--- config.mk ---
export PLATFORM = sky130hd
export DESIGN_NAME = modular_exponentiation
export DESIGN_NICKNAME = d
export VERILOG_FILES = /design/src/hdl/modexp_pkg.sv /design/src/hdl/modular_exponentiation.sv
export SDC_FILE = /design/constraint.sdc
export NUM_CORES = 1
export LEC_CHECK = 0
export ABC_AREA = 1
export BUFFER_PORTS_ARGS = -buffer_cell sky130_fd_sc_hd__buf_4
export CORE_ASPECT_RATIO = 0.9
export CORE_MARGIN = 2
export CORE_UTILIZATION = 55
export DETAILED_ROUTE_END_ITERATION = 7
export PLACE_DENSITY = 0.77
export SYNTH_ARGS = -nofsm -noshare
export SYNTH_HDL_FRONTEND = slang
export SYNTH_SLANG_ARGS = --single-unit
--- constraint.sdc ---
create_clock -name aclk -period 9.45 [get_ports aclk]
set_input_delay 1.89 -clock aclk [delete_from_list [all_inputs] [get_ports aclk]]
set_output_delay 1.89 -clock aclk [all_outputs]
set_load 0.02 [all_outputs]
--- src/hdl/modexp_pkg.sv ---
`default_nettype none

package modexp_pkg;

    localparam int BASE_WIDTH     = 32;
    localparam int POWER_WIDTH    = 32;
    localparam int CFG_DATA_WIDTH = 32;
    localparam int CFG_IDX_WIDTH  = 1;
    localparam int RED_CNT_WIDTH  = $clog2(BASE_WIDTH);

    localparam logic [CFG_IDX_WIDTH-1:0] CFG_MODULUS  = 1'b0;
    localparam logic [CFG_IDX_WIDTH-1:0] CFG_EXPONENT = 1'b1;

    localparam logic [CFG_DATA_WIDTH-1:0] MODULUS_RESET  = 32'd1;
    localparam logic [CFG_DATA_WIDTH-1:0] EXPONENT_RESET = 32'd257;

    typedef struct packed {
        logic [BASE_WIDTH-1:0] base;
        logic                  last_in;
    } in_t;

    typedef struct packed {
        logic [POWER_WIDTH-1:0] power;
        logic                   last_out;
    } out_t;

endpackage

`default_nettype wire

--- src/hdl/modular_exponentiation.sv ---
`default_nettype none

// Raises each requested base to the configured exponent modulo the configured modulus,
// one request at a time, with square-and-multiply scanning the exponent from its least
// significant bit. Write the modulus (index 0, low MOD_WIDTH bits kept) and the exponent
// (index 1) only while no request is in flight. A request first reduces the base one bit
// per cycle, then each exponent bit up to the highest set one costs a decision state, a
// squaring and, if the bit is set, a multiplication; each modular multiplication runs one
// multiplier bit per cycle in a shift-and-add unit until the multiplier is zero. A zero
// exponent or a zero modulus skips straight to the finish state. The output register
// lets a result wait for m_ready while the next request is accepted and processed.
module modular_exponentiation #(
    parameter int MOD_WIDTH = 32
) (
    input  wire                                      aclk,
    input  wire                                      aresetn,
    input  wire                                      cfg_we,
    input  wire  [modexp_pkg::CFG_IDX_WIDTH-1:0]     cfg_index,
    input  wire  [modexp_pkg::CFG_DATA_WIDTH-1:0]    cfg_wdata,
    input  wire                                      s_valid,
    output logic                                     s_ready,
    input  wire  modexp_pkg::in_t                    s_data,
    output logic                                     m_valid,
    input  wire                                      m_ready,
    output modexp_pkg::out_t                         m_data
);

    localparam int W  = MOD_WIDTH;
    localparam int BW = modexp_pkg::BASE_WIDTH;
    localparam int EW = modexp_pkg::CFG_DATA_WIDTH;
    localparam int CW = modexp_pkg::RED_CNT_WIDTH;

    localparam logic [W-1:0] ZERO_W = '0;
    localparam logic [W-1:0] ONE_W  = {{(W-1){1'b0}}, 1'b1};

    localparam logic [2:0] ST_IDLE    = 3'd0;
    localparam logic [2:0] ST_REDUCE  = 3'd1;
    localparam logic [2:0] ST_EXP     = 3'd2;
    localparam logic [2:0] ST_MUL_ACC = 3'd3;
    localparam logic [2:0] ST_SQUARE  = 3'd4;
    localparam logic [2:0] ST_FINISH  = 3'd5;

    logic [2:0]        state_reg, state_next;
    logic [W-1:0]      mod_reg, mod_next;
    logic [EW-1:0]     exp_cfg_reg, exp_cfg_next;
    logic              m_valid_reg, m_valid_next;

    logic [EW-1:0]     exp_reg, exp_next;
    logic [BW-1:0]     base_sr_reg, base_sr_next;
    logic [CW-1:0]     cnt_reg, cnt_next;
    logic [W-1:0]      acc_reg, acc_next;
    logic [W-1:0]      b_reg, b_next;
    logic [W-1:0]      mx_reg, mx_next;
    logic [W-1:0]      my_reg, my_next;
    logic [W-1:0]      mp_reg, mp_next;
    logic              last_reg, last_next;
    modexp_pkg::out_t  out_reg, out_next;

    logic [W+31:0]     cfg_ext;
    logic [W+31:0]     pow_ext;
    logic [W:0]        red_t, red_r;
    logic [W:0]        p_sum, p_add;
    logic [W:0]        x_sum, x_dbl;
    logic              s_accept;
    logic              out_free;

    assign cfg_ext  = {{W{1'b0}}, cfg_wdata};
    assign pow_ext  = {32'b0, acc_reg};
    assign s_ready  = (state_reg == ST_IDLE);
    assign s_accept = s_valid && s_ready;
    assign out_free = !m_valid_reg || m_ready;
    assign m_valid  = m_valid_reg;
    assign m_data   = out_reg;

    always_comb begin
        red_t = {b_reg, base_sr_reg[BW-1]};
        red_r = (red_t >= {1'b0, mod_reg}) ? red_t - {1'b0, mod_reg} : red_t;
        p_sum = {1'b0, mp_reg} + {1'b0, mx_reg};
        p_add = (p_sum >= {1'b0, mod_reg}) ? p_sum - {1'b0, mod_reg} : p_sum;
        x_sum = {mx_reg, 1'b0};
        x_dbl = (x_sum >= {1'b0, mod_reg}) ? x_sum - {1'b0, mod_reg} : x_sum;
    end

    always_comb begin
        state_next   = state_reg;
        mod_next     = mod_reg;
        exp_cfg_next = exp_cfg_reg;
        m_valid_next = m_valid_reg;
        exp_next     = exp_reg;
        base_sr_next = base_sr_reg;
        cnt_next     = cnt_reg;
        acc_next     = acc_reg;
        b_next       = b_reg;
        mx_next      = mx_reg;
        my_next      = my_reg;
        mp_next      = mp_reg;
        last_next    = last_reg;
        out_next     = out_reg;

        if (cfg_we) begin
            case (cfg_index)
                modexp_pkg::CFG_MODULUS:  mod_next = cfg_ext[W-1:0];
                modexp_pkg::CFG_EXPONENT: exp_cfg_next = cfg_wdata;
                default: ;
            endcase
        end

        if (m_valid_reg && m_ready) begin
            m_valid_next = 1'b0;
        end

        case (state_reg)
            ST_IDLE: begin
                if (s_accept) begin
                    exp_next     = exp_cfg_reg;
                    base_sr_next = s_data.base;
                    last_next    = s_data.last_in;
                    cnt_next     = CW'(BW - 1);
                    b_next       = ZERO_W;
                    if (exp_cfg_reg == '0) begin
                        acc_next   = ONE_W;
                        state_next = ST_FINISH;
                    end else if (mod_reg == ZERO_W) begin
                        acc_next   = ZERO_W;
                        state_next = ST_FINISH;
                    end else begin
                        acc_next   = (mod_reg == ONE_W) ? ZERO_W : ONE_W;
                        state_next = ST_REDUCE;
                    end
                end
            end
            ST_REDUCE: begin
                b_next       = red_r[W-1:0];
                base_sr_next = {base_sr_reg[BW-2:0], 1'b0};
                cnt_next     = cnt_reg - CW'(1);
                if (cnt_reg == '0) begin
                    state_next = ST_EXP;
                end
            end
            ST_EXP: begin
                mp_next = ZERO_W;
                if (exp_reg == '0) begin
                    state_next = ST_FINISH;
                end else if (exp_reg[0]) begin
                    mx_next    = acc_reg;
                    my_next    = b_reg;
                    state_next = ST_MUL_ACC;
                end else begin
                    mx_next    = b_reg;
                    my_next    = b_reg;
                    state_next = ST_SQUARE;
                end
            end
            ST_MUL_ACC, ST_SQUARE: begin
                if (my_reg == ZERO_W) begin
                    if (state_reg == ST_MUL_ACC) begin
                        acc_next   = mp_reg;
                        mx_next    = b_reg;
                        my_next    = b_reg;
                        mp_next    = ZERO_W;
                        state_next = ST_SQUARE;
                    end else begin
                        b_next     = mp_reg;
                        exp_next   = {1'b0, exp_reg[EW-1:1]};
                        state_next = ST_EXP;
                    end
                end else begin
                    if (my_reg[0]) begin
                        mp_next = p_add[W-1:0];
                    end
                    mx_next = x_dbl[W-1:0];
                    my_next = {1'b0, my_reg[W-1:1]};
                end
            end
            ST_FINISH: begin
                if (out_free) begin
                    out_next.power    = pow_ext[modexp_pkg::POWER_WIDTH-1:0];
                    out_next.last_out = last_reg;
                    m_valid_next      = 1'b1;
                    state_next        = ST_IDLE;
                end
            end
            default: begin
                state_next = ST_IDLE;
            end
        endcase
    end

    always_ff @(posedge aclk) begin
        if (!aresetn) begin
            state_reg   <= ST_IDLE;
            mod_reg     <= ONE_W;
            exp_cfg_reg <= modexp_pkg::EXPONENT_RESET;
            m_valid_reg <= 1'b0;
        end else begin
            state_reg   <= state_next;
            mod_reg     <= mod_next;
            exp_cfg_reg <= exp_cfg_next;
            m_valid_reg <= m_valid_next;
        end
    end

    always_ff @(posedge aclk) begin
        exp_reg     <= exp_next;
        base_sr_reg <= base_sr_next;
        cnt_reg     <= cnt_next;
        acc_reg     <= acc_next;
        b_reg       <= b_next;
        mx_reg      <= mx_next;
        my_reg      <= my_next;
        mp_reg      <= mp_next;
        last_reg    <= last_next;
        out_reg     <= out_next;
    end

`ifndef SYNTHESIS
    a_accept_leaves_idle: assert property (@(posedge aclk) disable iff (!aresetn)
        s_accept |=> state_reg != ST_IDLE)
        else $error("accepted request did not start processing");

    a_finish_delivers: assert property (@(posedge aclk) disable iff (!aresetn)
        (state_reg == ST_FINISH) && out_free |=> m_valid_reg && (state_reg == ST_IDLE))
        else $error("finished result was not loaded into the output register");

    a_mul_shifts: assert property (@(posedge aclk) disable iff (!aresetn)
        ((state_reg == ST_MUL_ACC) || (state_reg == ST_SQUARE)) && (my_reg != ZERO_W)
        |=> my_reg == ($past(my_reg) >> 1))
        else $error("multiplier operand did not shift by one bit");

    a_mul_then_square: assert property (@(posedge aclk) disable iff (!aresetn)
        (state_reg == ST_MUL_ACC) && (my_reg == ZERO_W) |=> state_reg == ST_SQUARE)
        else $error("accumulator multiply was not followed by a squaring");
`endif

endmodule

`default_nettype wire
# Word-level counts from Yosys, hierarchy flattened
# Cells that the tools add are included.
# classes
n_mux	47
shifts	0
n_div	0
n_lt_le_gt_ge	3
reduce_logical	26
n_addsub	5
eq_ne	15
mul	0
n_bitwise	1
# op_table
cell	count
two-way mux 32 bit	22
case mux 32 bit (2 select lines)	6
logical NOT 32 bit	4
>= comparator 33 x 32 -> 1 bit	3
case mux 32 bit (3 select lines)	1
subtractor 32 bit	3
adder 32 x 32 -> 33 bit	1
== test 32 x 1 -> 1 bit (second input constant)	1
two-way mux 3 bit	9
AND reduction 4 bit	4
case mux 3 bit (5 select lines)	1
!= test 2 bit (second input constant)	6
case mux 5 bit (2 select lines)	1
AND reduction 2 bit	5
== test 3 x 2 -> 1 bit (second input constant)	2
== test 3 bit (second input constant)	2
two-way mux 1 bit	6
!= test 3 bit (second input constant)	2
AND reduction 3 bit	2
nonzero test 2 bit	3
logical NOT 5 bit	1
two-way mux 5 bit	1
subtractor 5 x 1 -> 5 bit (second input constant)	1
== test 3 x 1 -> 1 bit (second input constant)	1
other kinds (8)	9
# totals
romBits	0
output_inout_bits	35
ramBits	0
latch_bits	0
register_bits	331
n_memories	0

# Longest topological paths before layout
# Gate-level depths: netlist of the first run.
# depth
ltp_word	6
depth_mapped	26
ltp_nobuf	26

# Worst setup path before layout of the first run
# No wires, ideal clock.
# synth_path
kind	in2reg
from	input s_valid
to	register base_sr_reg[0], enable pin
arrival_ns	4.578
stages	2
path_slack_ns	4.389
path_buffers	0
required_time_ns	8.967
path_cell_list	inv_1 > o21ai_0
# synth_via
elab_chain_len	3
# synth_lines
item	line	source
start: declaration	modular_exponentiation.sv:20	input wire s_valid,
logical AND 1 bit	modular_exponentiation.sv:70	assign s_accept = s_valid && s_ready;
!= test 2 x 1 -> 1 bit (no line)	-	
AND reduction 2 bit (no line)	-	
end signal: assignment	modular_exponentiation.sv:205	base_sr_reg <= base_sr_next;
end: declaration	modular_exponentiation.sv:49	logic [BW-1:0] base_sr_reg, base_sr_next;
# Every way passes these cells.
# A chain may end at the register's enable or synchronous reset.

# Worst setup path after layout of the first run
# layout_path
from	register mx_reg[0]
to	register mp_reg[3], data pin
# layout_via
elab_chain_len	6
elab_cells_between_ends	7
# layout_lines
item	line	source
start: declaration	modular_exponentiation.sv:53	logic [W-1:0] mx_reg, mx_next;
start signal: assignment	modular_exponentiation.sv:209	mx_reg <= mx_next;
adder 32 x 32 -> 33 bit (*)	modular_exponentiation.sv:78	p_sum = {1'b0, mp_reg} + {1'b0, mx_reg};
subtractor 32 bit / >= comparator 33 x 32 -> 1 bit (equally long branches)	modular_exponentiation.sv:79	p_add = (p_sum >= {1'b0, mod_reg}) ? p_sum - {1'b0, mod_reg} : p_sum;
two-way mux 32 bit (*)	modular_exponentiation.sv:79	
two-way mux 32 bit (*)	modular_exponentiation.sv:168	if (my_reg[0]) begin
two-way mux 32 bit (*)	modular_exponentiation.sv:155	if (my_reg == ZERO_W) begin
case mux 32 bit (2 select lines) (*)	modular_exponentiation.sv:112	case (state_reg)
end signal: assignment	modular_exponentiation.sv:211	mp_reg <= mp_next;
end: declaration	modular_exponentiation.sv:55	logic [W-1:0] mp_reg, mp_next;
# Every way passes the cells marked *; elsewhere a longest branch is shown, timed or not. The select of a mux whose other input is x is not followed.

==> results by group, run 1 <==
Synthesis
  – Dominant cell type by area after synthesis: edfxtp_1
  – Largest family of logic cells by synthesized area: simple AND/OR/NAND/NOR gates
  – Synth Area in Simple Gates: 0.3338
  – Post-synth cell types: 50
  – Ys async rst share: 0
  – Post-Synthesis Net Count: 3782
  – Post-Syn Area: 0.02455 mm²
  – Post-synth EDFFs: 263
  – Synth top area share: 0.3217
  – Post-Synth Adder-Cell Area: 0.06902
  – Top cells by area, synth: edfxtp_1 (32%), nand2_1 (19%), inv_1 (8.6%)
  – Synthesized area per cell: 6.860 µm²
  – Post-Synth XOR/XNOR Area: 0.02177
  – Synth warn: 0
  – Mux share of post-synthesis cell area: 0
  – Top FF cell, synth: edfxtp_1
  – Compound-Gate Fraction of Synth Area: 0.09073
  – Sequential area share after synthesis: 0.3772
  – Flop and latch count out of synthesis: 331
  – Syn Inst Count: 3578

STA
  – Hold WS: 0.4226 ns
  – RSZ-0062 raised after global routing: no
  – Final worst path period need: 4.586 ns
  – Hold Violations, Final: 0
  – Worst Tran Pin Value: between 1 and 1.5 ns
  – Slew margin rel.: 0.2621
  – Setup Skew: ~0.036 ns
  – Fin Setup TNS: 0 ns
  – Max-slew violations: 0
  – F_max: 0.2180 GHz
  – Setup-failing EPs final: 0
  – Fin crit share: 0.4853

Setup path
  – Worst-path cell chain: ha_1 > fa_1 > nand2_1 > nand2_1 > nand3_1 > nand2_1 > nand2_1 > nand2_1 > xor2_1 > inv_1 > ha_1 > nand2_1 > inv_1 > nand2_1 > nor3_2 > nand2_1 > nand3_2 > nand3_4 > a21oi_1 > nor2_1
  – Crit path kind: flip-flop to flip-flop
  – Req. time, crit path: 9.76 ns
  – Startpoint Class: flip-flop
  – CP peak stage delay: 0.52 ns
  – CP dominant cell by count: nand2_1
  – Crit Path Max Fanout: 64
  – Worst path arrival time: 4.90 ns
  – CP max stage cell: nand3_4
  – CP endpoint kind: flip-flop

Clock network
  – # Post-CTS Setup Buffers: 0
  – Hold-fix buffers, CTS: 0
  – CTS tree: built
  – Clk root buf: clkbuf_16
  – Post_cts resized: 0
  – H-Tree Depth: 2
  – Clock-pin slew on the worst setup and hold paths: 0.06 ns
  – Clock Latency Late Sink: 0.59 ns
  – Max clock buf depth: 3
  – Num CTS Buffers: 38
  – Sink Count: 331

Power and ir drop
  – Max VDD drop: 0.0001782 V
  – LEAKAGE: 13.24 nW
  – PwrDens: 372.0 mW/mm²

Hold path
  – Hold crit path type: flip-flop to flip-flop

Placement
  – Placed cells: approximately 4.2k
  – Port Buffers: 105
  – DP Area: ~0.026 mm²
  – Dpl hpwl: around 61000 µm
  – GP Congestion: 1.037

Routing
  – Routed length per instance: between 15 and 20 µm
  – Drt pass-1 iters: 6
  – Post-route ant nets: 0
  – Post-DR vias/cell: 5.591
  – DRT iter0 DRCs: 2952
  – Total wire length: 80820 µm
  – Drc violations: 0
  – Vias: approximately 24k

Layout
  – Most frequent cells in the layout: nand2_1 (1248), inv_1 (560), nor2_1 (298)
  – Layout cell share with drive strength beyond 1: 0.05999
  – Most common cell after layout, fill and taps aside: nand2_1
  – Finished Layout Cells: 4267
  – N_diodes: 0
  – Area growth syn-to-layout: 10.02%
  – Max FFs per register: 33
  – Final nets: 3841
  – Design area: approximately 0.027 mm²

GRT
  – Initial antenna violation count: 0
  – Vias in the first global route: 21.30k
  – Gr ovfl total: 0
  – First-pass GRT wire length: 122600 µm
  – Largest net degree at the start of global routing: 95
  – Total track usage: 0.3479

Floorplanning
  – Num rows: 73
  – Die height: 204.4 µm
  – Die footprint: 0.04634 mm²
  – Num ports: 106
  – Area of the core: about 0.044 mm²
  – Die width: ~230 µm
  – Initial Utilization: 0.5564

Flow run
  – Max_cap viols: 0

Status
  – Status: finished clean
## metrics by stage
step	setup WS, ns	utilization	total power, mW
finish	4.864	0.6121	10.05
global route	4.582	0.6121	10.79
CTS	5.035	0.6121	9.877
detailed placement	5.057	0.5839	8.350
global placement	5.138	0.5839	8.300
floorplan	4.389	-	6.787
## cell families after synthesis
| kind of cell | Yosys count |
|---|---|
| flops | 331 |
| fa+ha+maj | 133 |
| xor+xnor | 61 |
| buf+inv | 670 |
| simple gates | 1963 |
| compound gates | 420 |
## metal layers
| layer | track usage | wire, µm | up-vias |
|---|---|---|---|
| li1 | - | - | 11592 |
| met1 | 0.4968 | 34310 | 10809 |
| met5 | 0 | 0 | - |
| met4 | 0.1501 | 3889 | 0 |
| met3 | 0.06297 | 9047 | 182 |
| met2 | 0.5163 | 33570 | 1274 |
## cell usage after synthesis, types with 2 or more instances
cell	number
xor2_1	33
o21a_1	3
inv_2	4
nor4_1	15
a21oi_1	193
a21boi_0	3
nor2_2	6
dfxtp_1	68
nand2_1	1249
xnor2_1	28
inv_1	560
o21bai_1	16
nor2_1	300
o211ai_1	3
nand3_2	3
nand2_2	11
nor3b_1	2
nor3_2	3
clkinv_1	2
nand4_1	35
nand3b_1	46
ha_1	129
and2_1	8
a211oi_1	2
fa_1	4
a31oi_1	31
nor3_1	33
buf_6	7
or2_2	2
nand3_1	242
nor2_8	2
o21ai_1	5
buf_4	7
buf_2	33
clkbuf_1	50
edfxtp_1	263
buf_1	5
o21ai_0	160
## power by group
part           internal (mW)  leakage, nW  switching (mW)  total (mW)
registers               2.25         3.09           0.313        2.57
logic                   1.86         9.55            4.11        5.97
clock network          0.863        0.599           0.642        1.51
total                   4.98         13.2            5.07        10.0
## path summary, 6_finish.rpt
kind | startpoint | to | slack [ns] | cells after the start
worst max register to register | mx_reg[0] | mp_reg[3] | 4.86 | 20
worst min register to register | last_reg | m_data[0] | 0.42 | 0
worst max-delay path | mx_reg[0] | mp_reg[3] | 4.86 | 20
worst min-delay path | last_reg | m_data[0] | 0.42 | 0
## critical path, delay by kind of cell, from the launching register on
family                   cells  cell delay (ns)
AO/OA/AOI/OAI                1             0.37
XOR/XNOR                     1             0.29
adder cells (fa/ha/maj)      3             1.10
buffers and inverters        2             0.16
flip-flops                   1             0.42
AND/OR/NAND/NOR             13             1.95
## layout make-up
type                       count  area [µm²]
multi-input combinational   2577       12700
timing repair buffer         122       915.9
tap                          600       750.7
clock inverter                21       255.2
sequential                   331        9259
inverter                     567        2131
fill                        4161       17110
clock buffer                  49       992.2
Note: power is estimated with default switching activity, not from simulation.
==> inputs of run 2 (changes only) <==
ABC_AREA = 0   (was 1)
PLACE_DENSITY = 0.78   (was 0.77)
clock period = 4.6 ns   (was 9.45 ns; I/O delays follow)
==> run 2 against run 1 <==
The flow now finishes with violations (setup timing). Worst hold slack improved by 0.016 ns. Largest cell class unchanged. Clock skew decreased by 0.013 ns. Register-to-register slack got worse by 5.1 ns. Sequential cell count unchanged. Via count decreased by 24%. Wire length decreased by 24%. Cell area decreased by 9.3%. Die area decreased by 15%. Cell count decreased by 31%. Area after synthesis decreased by 15%. Non-clock buffer count increased by 124. Fmax decreased by 4.3%.
==> results by group, run 2 <==
Layout
  – Area growth syn-to-layout: 17.96%
  – Final nets: 2631 (-32%)
  – N_diodes: 0 (unchanged)
  – Final core utilization: 0.6580 (+0.04590)
  – Most frequent cells in the layout: nand2_1 (536), edfxtp_1 (263), buf_4 (238)
  – Layout cell share with drive strength beyond 1: 0.1532 (+0.09322)
  – Max FFs per register: 33 (unchanged)
  – Fillers: 3052 (-27%)
  – Most common cell after layout, fill and taps aside: nand2_1

STA
  – RSZ-0062 raised after global routing: yes
  – Setup Skew: 0.02254 ns (-0.01301 ns)
  – Final worst path period need: 4.794 ns (+0.2081 ns)
  – Setup-failing EPs final: 32 (+32)
  – F_max: 0.2086 GHz (-4.3%)
  – PnR worst setup slack: -0.1944 ns (-5.058 ns)
  – Max-slew violations: 0 (unchanged)
  – Worst Tran Pin Value: 1.205 ns (+0.1024 ns)
  – Slew margin rel.: 0.1967 (-0.06547)
  – Hold Violations, Final: 0 (unchanged)
  – Fin Setup TNS: -4.610 ns (-4.610 ns)
  – Fin crit share: 1.042 (+0.5569)

Clock network
  – CTS tree: built
  – Max clock buf depth: 3 (unchanged)
  – Hold-fix buffers, CTS: 0 (unchanged)
  – Clock Latency Late Sink: 0.54 ns (-0.05 ns)
  – Clk root buf: clkbuf_16
  – Num CTS Buffers: 36 (-5.3%)
  – Clock-pin slew on the worst setup and hold paths: 0.06 ns (about the same)
  – Sink Count: 331 (unchanged)
  – H-Tree Depth: 2 (unchanged)

Floorplanning
  – Num ports: 106 (unchanged)
  – Die height: 188.3 µm (-7.9%)
  – Area of the core: 0.03722 mm² (-16%)
  – Initial Utilization: 0.5578 (+0.001422)
  – Die width: 208.8 µm (-7.9%)
  – Die footprint: 0.03932 mm² (-15%)
  – Num rows: 67 (-8.2%)

GRT
  – M3 GR Usage: 0.04883 (-0.01413)
  – Vias in the first global route: 16.83k (-21%)
  – Met1 GRT Util: 0.4676 (-0.02917)
  – GR Util met2: 0.4418 (-0.07448)
  – Initial antenna violation count: 0 (unchanged)
  – Largest net degree at the start of global routing: 110 (+16%)
  – First-pass GRT wire length: 94000 µm (-23%)
  – GRT busiest layer: met1
  – Gr ovfl total: 0 (unchanged)
  – Total track usage: 0.3067 (-0.04125)

Setup path
  – CP top delay family: compound AO/OA/AOI/OAI gates
  – CP peak stage delay: 0.44 ns (-0.08 ns)
  – Worst-path cell chain: ha_4 > fa_2 > a211oi_2 > nor2_2 > o22ai_2 > nor4_2 > or3_4 > a31o_4 > a21oi_4 > xnor2_2 > ha_4 > nand2_2 > or3_4 > nor4_4 > a31oi_1 > o21a_1 > o21ai_1 > o21bai_4 > clkbuf_16 > mux2i_1 > nor2_1
  – Crit Path Max Fanout: 7 (-89%)
  – CP max stage cell: edfxtp_1
  – Worst Setup SP: mx_reg[0]
  – Worst path arrival time: 5.06 ns (+0.16 ns)
  – Req. time, crit path: 4.86 ns (-4.90 ns)
  – Worst r2r src: mx_reg[0]
  – Crit path kind: flip-flop to flip-flop
  – WP buf/inv: 1 (-1)
  – Startpoint Class: flip-flop
  – CP endpoint kind: flip-flop

Synthesis
  – Post-Syn Area: 0.02076 mm² (-15%)
  – Ys async rst share: 0 (unchanged)
  – Dominant cell type by area after synthesis: edfxtp_1
  – Top FF cell, synth: edfxtp_1
  – Sequential area share after synthesis: 0.4459 (+0.06874)
  – Count leader, synth: nand2_1
  – Syn Inst Count: 2238 (-37%)
  – Top cells by area, synth: edfxtp_1 (38%), nand2_1 (9.7%), ha_1 (7.8%)
  – Synth warn: 0 (unchanged)
  – Flop and latch count out of synthesis: 331 (unchanged)
  – Post-synth EDFFs: 263 (unchanged)
  – Commonest cells in the netlist: nand2_1 (538), edfxtp_1 (263), ha_1 (129), nor2_1 (115), a21oi_1 (110)
  – Post-synth cell types: 69 (+38%)
  – Synthesized area per cell: 9.277 µm² (+35%)
  – Post-Synthesis Net Count: 2442 (-35%)
  – Synth top area share: 0.3804 (+0.05863)

Hold path
  – Worst Min Path Start: last_reg
  – Hold crit path type: flip-flop to flip-flop

Routing
  – Post-DR vias/cell: 6.153 (+10%)
  – Routed length per instance: 20.97 µm (+11%)
  – DRT iter0 DRCs: 2252 (-24%)
  – Total wire length: 61600 µm (-24%)
  – Drt pass-1 iters: 6 (unchanged)
  – Post-route ant nets: 0 (unchanged)
  – Drc violations: 0 (unchanged)
  – Vias: 18.07k (-24%)

Placement
  – GP Congestion: 0.9666 (-6.8%)
  – Dpl hpwl: 46020 µm (-24%)
  – Pre-CTS WS: -0.3549 ns (-5.412 ns)
  – Port Buffers: 105 (unchanged)

Status
  – Failing checks: setup timing
  – Status: finished with violations

Flow run
  – Max_cap viols: 0 (unchanged)
==> run 2: cell families (layout without fill, tap and decap cells) <==
family	Yosys count	in the layout	synth area share
adders and majority gates	133	133	0.08160
AOI/OAI and AO/OA	549	549	0.1805
xor gates and xnor gates	113	113	0.04767
buffers and inverters	161	377	0.03001
muxes	52	52	0.02525
and+or+nand+nor	899	899	0.1890
DFF	331	331	0.4459
==> run 2: routing by layer <==
layer / up-vias / share of wire
met5: - / 0
met4: 0 / 0.036
met3: 119 / 0.10
met2: 959 / 0.41
met1: 8534 / 0.45
li1: 8459 / -
==> run 2: worst paths after layout <==
kind	endpoint	slack, ns	cells after the start
max	mp_reg[16]	-0.19	21
min	m_data[0]	0.44	0
max reg2reg	mp_reg[16]	-0.19	21
min reg2reg	m_data[0]	0.44	0
==> run 2: per-stage QoR <==
stage	instance area, µm²	hold slack [ns]	std cells
6_report	24490	0.4389	2937
3_5_place_dp	22900	0.4249	2858
2_1_floorplan	20820	0.4003	2238
4_1_cts	24240	0.4474	2931
5_1_grt	24490	0.4467	2937
3_3_place_gp	22900	0.4177	2858
==> run 2: repair_timing <==
item,in CTS,in global routing
hold endpoints to repair,0,0
pin swaps,10,25
buffers inserted,7,4
resized for setup,22,32
cloned,1,2
endpoints found under the setup margin,32,32
==> run 2: worst reg2reg max path, delay by kind of cell (launching register included) <==
family | cells | cell delay [ns]
AOI/OAI and AO/OA | 8 | 1.48
xor gates and xnor gates | 1 | 0.12
adders and majority gates | 3 | 0.86
buffers and inverters | 1 | 0.25
DFF | 1 | 0.44
muxes | 1 | 0.21
and+or+nand+nor | 7 | 1.16
==> run 2: cell type report <==
type | instances | area, µm² | area share
Multi-Input combinational cell | 1746 | 11280 | 0.4604
Clock buffer | 49 | 1044 | 0.04261
Sequential cell | 331 | 9259 | 0.3780
Clock inverter | 16 | 121.4 | 0.004955
Tap cell | 483 | 604.3 | 0.02467
Timing Repair Buffer | 246 | 1939 | 0.07918
Inverter | 66 | 247.7 | 0.01011
Power of run 2 is left out: the tool's default activity adds up to more than one toggle a clock period on the data nets, which glitch-free logic cannot reach.
